===== config.mk =====
export PLATFORM = sky130hd
export DESIGN_NAME = spft_cell
export DESIGN_NICKNAME = d
export VERILOG_FILES = /design/src/sv/spft_pkg.sv /design/src/sv/spft_cell.sv
export SDC_FILE = /design/constraint.sdc
export NUM_CORES = 1
export LEC_CHECK = 0
export ABC_AREA = 1
export BUFFER_PORTS_ARGS = -buffer_cell sky130_fd_sc_hd__buf_2
export CAP_MARGIN = 30
export CORE_UTILIZATION = 45
export CTS_BUF_LIST = sky130_fd_sc_hd__clkbuf_4 sky130_fd_sc_hd__clkbuf_8 sky130_fd_sc_hd__clkbuf_16
export DETAILED_ROUTE_END_ITERATION = 12
export PLACE_DENSITY_LB_ADDON = 0.08
export REMOVE_ABC_BUFFERS = 1
export SYNTH_ARGS = -nofsm -noshare
export SYNTH_HDL_FRONTEND = slang
export SYNTH_SLANG_ARGS = --single-unit
export TNS_END_PERCENT = 5

===== constraint.sdc =====
create_clock -name clk -period 3.5 [get_ports clk]
set_clock_uncertainty 0.05 [all_clocks]
set_input_delay 0.175 -clock clk [delete_from_list [all_inputs] [get_ports clk]]
set_output_delay 0.175 -clock clk [all_outputs]
set_load 0.02 [all_outputs]

===== src/sv/spft_pkg.sv =====
package spft_pkg;

  localparam int KEY_W  = 18;
  localparam int MASK_W = 32;

  typedef enum logic [1:0] {
    REQ_LOOKUP   = 2'd0,
    REQ_NEIGHBOR = 2'd1,
    REQ_DEST     = 2'd2,
    REQ_UNUSED   = 2'd3
  } req_t;

  typedef enum logic [2:0] {
    ST_OK          = 3'd0,
    ST_OWN         = 3'd1,
    ST_UNREACHABLE = 3'd2,
    ST_BAD_NEIGH   = 3'd3,
    ST_NO_DEFAULT  = 3'd4,
    ST_FULL        = 3'd5
  } status_t;

  localparam logic [1:0] KIND_UNREACH = 2'd0;
  localparam logic [1:0] KIND_UP      = 2'd1;
  localparam logic [1:0] KIND_DOWN    = 2'd2;
  localparam logic [1:0] KIND_BOTH    = 2'd3;

  localparam logic [2:0] CFG_UP_COUNT   = 3'd0;
  localparam logic [2:0] CFG_DOWN_COUNT = 3'd1;
  localparam logic [2:0] CFG_OWN_TYPE   = 3'd2;
  localparam logic [2:0] CFG_OWN_A      = 3'd3;
  localparam logic [2:0] CFG_OWN_B      = 3'd4;

  typedef enum logic [2:0] {
    S_IDLE = 3'b001,
    S_SCAN = 3'b010,
    S_EXEC = 3'b100
  } state_t;

  // scan packet handed from cell to cell
  typedef struct packed {
    logic              found;
    logic              free_found;
    logic [1:0]        kind;
    logic [MASK_W-1:0] slots;
  } scan_t;

  // broadcast entry write
  typedef struct packed {
    logic              set;
    logic              clr;
    logic [KEY_W-1:0]  key;
    logic [1:0]        kind;
    logic [MASK_W-1:0] slots;
  } wr_t;

endpackage


===== src/sv/spft_cell.sv =====
module spft_cell #(
  parameter int IDX_W = 6,
  parameter int INDEX = 0
) (
  input  logic                       clk,
  input  logic                       rst,
  input  logic [spft_pkg::KEY_W-1:0] qkey,
  input  spft_pkg::wr_t              wr,
  input  logic [IDX_W-1:0]           wr_idx,
  input  spft_pkg::scan_t            scan_in,
  input  logic [IDX_W-1:0]           hit_idx_in,
  input  logic [IDX_W-1:0]           free_idx_in,
  output spft_pkg::scan_t            scan_out,
  output logic [IDX_W-1:0]           hit_idx_out,
  output logic [IDX_W-1:0]           free_idx_out
);

  localparam logic [IDX_W-1:0] MY_IDX = IDX_W'(INDEX);

  logic                        valid;
  logic [spft_pkg::KEY_W-1:0]  key;
  logic [1:0]                  kind;
  logic [spft_pkg::MASK_W-1:0] slots;
  logic                        hit;

  assign hit = valid && (key == qkey);

  always_ff @(posedge clk) begin
    if (rst) begin
      valid <= 1'b0;
    end else if (wr_idx == MY_IDX) begin
      if (wr.set) begin
        valid <= 1'b1;
      end else if (wr.clr) begin
        valid <= 1'b0;
      end
    end
  end

  always_ff @(posedge clk) begin
    if (wr.set && wr_idx == MY_IDX) begin
      key   <= wr.key;
      kind  <= wr.kind;
      slots <= wr.slots;
    end
  end

  // merge this entry into the passing packet; earlier cells win
  always_ff @(posedge clk) begin
    scan_out.found      <= scan_in.found | hit;
    scan_out.free_found <= scan_in.free_found | !valid;
    if (scan_in.found || !hit) begin
      scan_out.kind  <= scan_in.kind;
      scan_out.slots <= scan_in.slots;
      hit_idx_out    <= hit_idx_in;
    end else begin
      scan_out.kind  <= kind;
      scan_out.slots <= slots;
      hit_idx_out    <= MY_IDX;
    end
    free_idx_out <= (scan_in.free_found || valid) ? free_idx_in : MY_IDX;
  end

endmodule


Word level (Yosys, flattened, before mapping)
Cells that the tools add are included.
{ "word_totals": {"reg_bits": 101, "output_inout_bits": 48} }
{ "op_classes": {"n_eq_ne": 1, "muxes": 3, "bitwise_logic": 2, "n_reduce_logical": 9} }
{ "op_table": {"columns": ["op", "n"], "rows": [
  ["34-bit two-way mux", 1],
  ["18-bit equality test", 1],
  ["6-bit logical NOT", 1],
  ["1-bit logical AND", 2],
  ["1-bit logical NOT", 2],
  ["1-bit logical OR", 2],
  ["1-bit two-way mux", 2],
  ["1-bit OR", 2],
  ["2-bit AND reduction", 1],
  ["2-bit nonzero test", 1]
]} }

Longest topological paths before layout
Gate-level depths: netlist of run 1.
{ "logic_depth": {"depth_word": 5, "depth_mapped": 11, "depth_no_buf": 10} }

Worst setup path before layout of run 1
No wires, ideal clock.
{ "synth_path": {"path_type": "input to register", "from": "input wr_idx[1]", "to": "register key[0] (netlist name) (enable)", "t_arrival_ns": 1.661, "required_time_ns": 3.044, "path_slack_ns": 1.383, "stages": 3, "path_buffers": 0, "path_cell_list": "nor4_1 > nand3_1 > inv_1"} }
{ "synth_via": {"elab_chain_cells": 2} }
{ "synth_rtl": {"columns": ["item", "line", "rtl"], "rows": [
  ["from (decl)", "spft_cell.sv:9", "input logic [IDX_W-1:0] wr_idx,"],
  ["6-bit logical NOT", "spft_cell.sv:41", "if (wr.set && wr_idx == MY_IDX) begin"],
  ["1-bit logical AND", "spft_cell.sv:41", null],
  ["to (signal assigned)", "spft_cell.sv:42", "key <= wr.key;"],
  ["to (decl)", "spft_cell.sv:21", "logic [spft_pkg::KEY_W-1:0] key;"]
]} }
No other way between the ends.
A chain may end at the register's enable or synchronous reset.

Worst setup path in the final report of run 1
{ "layout_path": {"from": "register key[16] (netlist name)", "to": "register scan_out[19] (netlist name)"} }
{ "layout_via": {"elab_chain_cells": 5} }
{ "layout_rtl": {"columns": ["item", "line", "rtl"], "rows": [
  ["18-bit equality test", "spft_cell.sv:26", "assign hit = valid && (key == qkey);"],
  ["1-bit logical AND", "spft_cell.sv:26", null],
  ["1-bit logical NOT", "spft_cell.sv:52", "if (scan_in.found || !hit) begin"],
  ["1-bit logical OR", "spft_cell.sv:52", null],
  ["34-bit two-way mux", "spft_cell.sv:52", null],
  ["to (decl)", "spft_cell.sv:13", "output spft_pkg::scan_t scan_out,"]
]} }
No other way between the ends.

==> impl_results.md, run 1 <==
- CP arrival: 2.39 ns
- Status: completed
- Power density over the cells: 392 nW/um2
- Vias in the first global route: 3252
- Minimum clock period: about 2.2 ns
- Avg Inst Size Synth: 9.47 um2
- Die height: 93.9 um
- Largest net degree at the start of global routing: 37
- Rel. slew slack: a little over a third
- Most frequent cells in the layout: buf_2 (175), nand2_1 (146), dlygate4sd3_1 (100)
- Slowest cell on crit path: nand4_2
- WL/cell: 11.9 um
- Clk pwr share: between 30% and 40%
- Clock Sink Count: 101
- Final std cells w/o fill: approximately 790
- Final worst slack: approximately 1.3 ns
- Core Region: 8180 um2
- Synthesized instance count: 401
- CTS clock-pin slew for the worst setup and hold paths: 0.11 ns
- Full die area: 8810 um2
- Design area: 5980 um2
- Setup WS pre-CTS: 1.36 ns
- Slew Limit Fails: 0
- Cell-internal power: ~1.8 mW
- Share of cells above drive strength 1: between 20% and 30%
- Routed Antenna Nets: 0
- Max_cap viols: 0
- DP HPWL: 5770 um
- TNS Setup: 0 ns
- Gate power share: 12.5%
- Placed insts: 673
- Nets: roughly 810
- Lkg Pwr: between 2 and 3 nW
- Post-synthesis register bit count: around 100
- Drt drc: 0
- I/O Buffers: approximately 180
- RSZ-0062 raised after global routing: false
- Flop pwr share: 54.8%
- Final wirelength: 9360 um
- Seq/Total Area, Yosys: about two thirds
- CTS tree: done
- Fmax: 454 MHz
- Standard-cell rows: 33
- I/O pins: 176
- Tcrit/Tclk final: a little over three fifths
- Synth unique cells: 18
- Ant. Diodes: 0
- Final Hold Vio Count: 0
- Worst stage delay on the critical path: 0.76 ns
- Mapped cell area: 3800 um2
- H-tree levels: 3
- Initial drt markers: between 90 and 100
- Via-to-Cell Ratio: 4.41
- Nature of the critical path endpoint: flip-flop
- GRT Util Overall: around a fifth
- CP Max Fanout: 34
- Setup Viol. Count Final: 0
- Placed Area: between 4000 and 5000 um2
- First-pass GRT wire length: 14200 um
- Clock Tree Buf Depth: 2
- Die W: approximately 94 um
- Critical path class: flip-flop to flip-flop
- Sw Ratio: 23.5%
- Root buffer cell: clkbuf_8
- Req. time, crit path: 3.68 ns
- HP Class: input pin to flip-flop
- Antenna violations before repair: 0
- Total number of vias: 3476
- Gpl congestion: between 0.7 and 0.8
- Crit path launch type: flip-flop
- Most common cell after layout, fill and taps aside: buf_2
- Overall Power: 2.34 mW
- FILL cells: 613
- Max IR drop VDD: around 0.22 mV
- Sw power: 550 uW
- Initial Util: 46.5%
- Detailed-router iteration count before antenna repair: 4
- Worst path cell trace: nand2_1, nand2_1, nor2_1, nand2_1, nor2_1, nand4_2, nand2_1, nand2_1
- Slew at the pin with the worst max-slew slack: 0.975 ns
- Worst skew pair latency: 0.36 ns
- Area Overhead vs Synth: 57.3%
- CTS Buf Count: 9
- Postcts setup bufs: 0
- Most used cell, CP: nand2_1
- Global route overflow: 0
- Syn. warnings: 0
per-stage QoR:
stage          util [%]  hold WS [ns]
6_report           73.1        0.0433
5_1_grt            73.1        0.0901
4_1_cts            73.1        0.0265
3_5_place_dp       58.2         0.290
3_3_place_gp       58.0         0.286
2_1_floorplan         -         0.194
power groups by stage:
stage	logic [mW]	clock network [mW]	registers (mW)
finish	0.292	0.766	1.28
global placement	0.195	0	1.31
floorplan	0.0520	0	1.35
global route	0.319	0.831	1.29
detailed placement	0.200	0	1.31
CTS	0.288	0.792	1.28
cell families after synthesis:
| kind of cell | count (synthesis) | share of synthesized area, % |
|---|---|---|
| AOI/OAI and AO/OA | 2 | 0.264 |
| and+or+nand+nor | 234 | 25.6 |
| DFF | 101 | 66.9 |
| xor gates and xnor gates | 1 | 0.231 |
| buffers and inverters | 63 | 7.02 |
registers in the layout (all words and copies together), names as in the netlist:
signal / flops
hit_idx_out: 6
key: 18
valid: 1
scan_out: 36
kind: 2
free_idx_out: 6
slots: 32
layer usage:
metal	up-vias	global-route usage [%]	part of all wire, %
li1	1805	-	-
met1	1553	23.4	39
met2	110	40.8	53
met3	8	4.37	6.6
met4	0	6.92	1.0
met5	-	0	0
cell type report:
class                           count  area (um2)  area share [%]
Clock inverter                      6        81.3            1.36
Timing Repair Buffer              276        1900            31.7
Sequential cell                   101        2540            42.5
Clock buffer                       10         131            2.20
Tap cell                          105         131            2.20
Multi-Input combinational cell    237         990            16.6
Inverter                           54         203            3.39
Yosys cell counts, drive strengths merged:
master | n | share of area [%]
xnor2 | 1 | 0.23
nor2 | 40 | 4.4
nand3 | 41 | 5.4
buf | 9 | 1.7
dfxtp | 49 | 26
nand4 | 3 | 0.66
inv | 54 | 5.3
nor4 | 1 | 0.16
edfxtp | 52 | 41
nand2 | 147 | 15
a21oi | 2 | 0.26
or2 | 2 | 0.33
critical path: cells and delay by family (launching register included):
| kind | cells | cell delay (ns) |
|---|---|---|
| simple gates | 8 | 1.62 |
| flops | 1 | 0.42 |
worst paths after layout:
kind | start | to | slack (ns) | cells past startpoint
worst min-delay path | wr[52] | valid$_SDFFE_PP0P_ | 0.04 | 4
worst max register to register | key[16]$_DFFE_PP_ | scan_out[19]$_DFF_P_ | 1.30 | 8
worst min register to register | slots[14]$_DFFE_PP_ | scan_out[14]$_DFF_P_ | 0.43 | 2
worst max-delay path | key[16]$_DFFE_PP_ | scan_out[19]$_DFF_P_ | 1.30 | 8
timing repair:
action,in CTS,in global routing
endpoints found under the hold margin,100,0
gates resized for setup,0,0
hold buffers,100,0
(Power assumes the default switching activity.)
==> run 2: changes to the inputs <==
Settings changed: CORE_UTILIZATION 45 to 42.
Clock period 3.5 ns to 1.88 ns, I/O delays scaled along.
==> run 2 against run 1 <==
  * Worst hold slack better by 0.074 ns
  * Critical path depth is the same
  * Largest power group unchanged
  * Utilization decreased by 4.2 points
  * Critical path type unchanged
==> impl_results.md, run 2 (synthesis results as in run 1) <==
- Setup Viol. Count Final: 0
- Slew Limit Fails: 0
- Gpl congestion: 0.828
- Final Hold Vio Count: 0
- Power density over the cells: between 700 and 800 nW/um2
- Worst r2r src: key[7]$_DFFE_PP_
- Placed Area: 4800 um2
- Drt drc: 0
- FILL cells: between 600 and 700
- Clock Tree Buf Depth: 2
- Post-CTS sizing: 0
- Final std cells w/o fill: 797
- R2R cell count: 8
- I/O pins: ~180
- Lkg Pwr: 3.00 nW
- Top Registers: scan_out: 36 flops, slots: 32 flops, key: 18 flops
- Detailed-router iteration count before antenna repair: 4
- Status: completed
- Vias in the first global route: 3519
- Most frequent cells in the layout: buf_2 (175), nand2_1 (146), dlygate4sd3_1 (102)
- Standard-cell rows: 34
- CTS clock-pin slew for the worst setup and hold paths: 0.10 ns
- CTS tree: done
- DP HPWL: 5880 um
- HP Class: input pin to flip-flop
- Total number of vias: 3520
- CP Max Fanout: 6
- Via-to-Cell Ratio: roughly 4.4
- I/O Buffers: 175
- Area of the multi-input gates: 990 um2
- Ant. Diodes: 0
- Max reg flops: 36
- Sequential Area: 2540 um2
- Worst stage delay on the critical path: 0.39 ns
- Critical path class: flip-flop to flip-flop
- Initial Util: 43.6%
- Root buffer cell: clkbuf_8
- Worst skew pair latency: 0.36 ns
- Clock Sink Count: approximately 100
- Worst path cell trace: nand2_1, nand2_1, nor2_1, nand3_1, nor2_1, nand3_1, nor2_1, nor2_1
- Slowest cell on crit path: edfxtp_1
- Die W: 97.1 um
- CP arrival: about 1.8 ns
- Req. time, crit path: 2.07 ns
- Tcrit/Tclk final: about 87%
- CTS Buf Count: 9
- Final wirelength: approximately 9600 um
- Fmax: 611 MHz
- RSZ-0062 raised after global routing: false
- Initial drt markers: 102
- Largest register by flop count: scan_out
- Die height: ~97 um
- Slew at the pin with the worst max-slew slack: just under 0.4 ns
- H-tree levels: 3
- R2r endpoint: hit_idx_out[1]$_SDFF_PN0_
- R2R setup slack: 0.24 ns
- Hold Crit Endpoint: kind[1]$_DFFE_PP_
- CP top delay family: simple AND/OR/NAND/NOR gates
- Nets: 812
- Max IR drop VDD: 0.466 mV
- Minimum clock period: around 1.6 ns
- Largest net degree at the start of global routing: 51
- Most common cell after layout, fill and taps aside: buf_2
- Routed Antenna Nets: 0
- Global route overflow: 0
- Min-delay src: wr[53]
- Nature of the critical path endpoint: flip-flop
- WL/cell: between 10 and 15 um
- First-pass GRT wire length: 15400 um
- Area Overhead vs Synth: 58.2%
- Design area: 6010 um2
- Antenna violations before repair: 0
- Full die area: 9430 um2
- Worst hold stages: 3
- Share of cells above drive strength 1: 30.0%
- Placed insts: just under 700
- Max_cap viols: 0
- Rel. slew slack: approximately three quarters
- Core Region: 8720 um2
- Critical path buffer and inverter count: 0
- Crit path launch type: flip-flop
- GRT Util Overall: 20.8%
- Most used cell, CP: nor2_1
-- run 2: per-stage QoR --
| step | setup slack [ns] | power, mW | hold slack [ns] | TNS (ns) | utilization [%] |
|---|---|---|---|---|---|
| detailed placement | 0.245 | 2.82 | 0.202 | 0 | 55.1 |
| global route | 0.0764 | 4.42 | 0.133 | 0 | 68.9 |
| finish | 0.244 | 4.24 | 0.118 | 0 | 68.9 |
| global placement | 0.267 | 2.81 | 0.203 | 0 | 55.1 |
| CTS | 0.229 | 4.26 | 0.110 | 0 | 68.9 |
| floorplan | -0.156 | 2.61 | 0.113 | -8.10 | - |
-- run 2: worst min-delay path, stage by stage --
cell,delay [ns]
buf_2,0.08
nand3_1,0.10
inv_2,0.12
-- run 2: cell type report --
type / instances / area share, %
Clock buffer: 10 / 2.19
Sequential cell: 101 / 42.3
Clock inverter: 6 / 0.937
Timing Repair Buffer: 281 / 32.5
Inverter: 54 / 3.37
Tap cell: 108 / 2.25
Multi-Input combinational cell: 237 / 16.5
-- run 2: layer usage --
metal  routed length, um  up-vias  GRT usage, %
met5                   0        -             0
met4                 204        0          7.12
met3                 533       17          5.25
met2                4850      119          38.2
met1                4020     1566          23.2
li1                    -     1818             -
-- run 2: what timing repair did --
item / CTS / global route
setup buffers: 0 / 0
hold endpoints to repair: 100 / 0
hold buffers: 102 / 0
-- run 2: worst max path at each step --
stage	depth (start not counted)	slack, ns	start	end
after floorplan	3	-0.16	wr_idx[1]	key[0]$_DFFE_PP_
after global placement	8	0.27	key[7]$_DFFE_PP_	hit_idx_out[5]$_SDFF_PN0_
after detailed placement	8	0.24	key[9]$_DFFE_PP_	hit_idx_out[1]$_SDFF_PN0_
after CTS	8	0.23	key[9]$_DFFE_PP_	hit_idx_out[1]$_SDFF_PN0_
after global routing	8	0.08	key[7]$_DFFE_PP_	hit_idx_out[1]$_SDFF_PN0_
final	8	0.24	key[7]$_DFFE_PP_	hit_idx_out[1]$_SDFF_PN0_
-- run 2: power by group --
part,switching (mW),internal (mW)
sequential,0.0152,2.37
combinational,0.242,0.307
clock,0.782,0.520
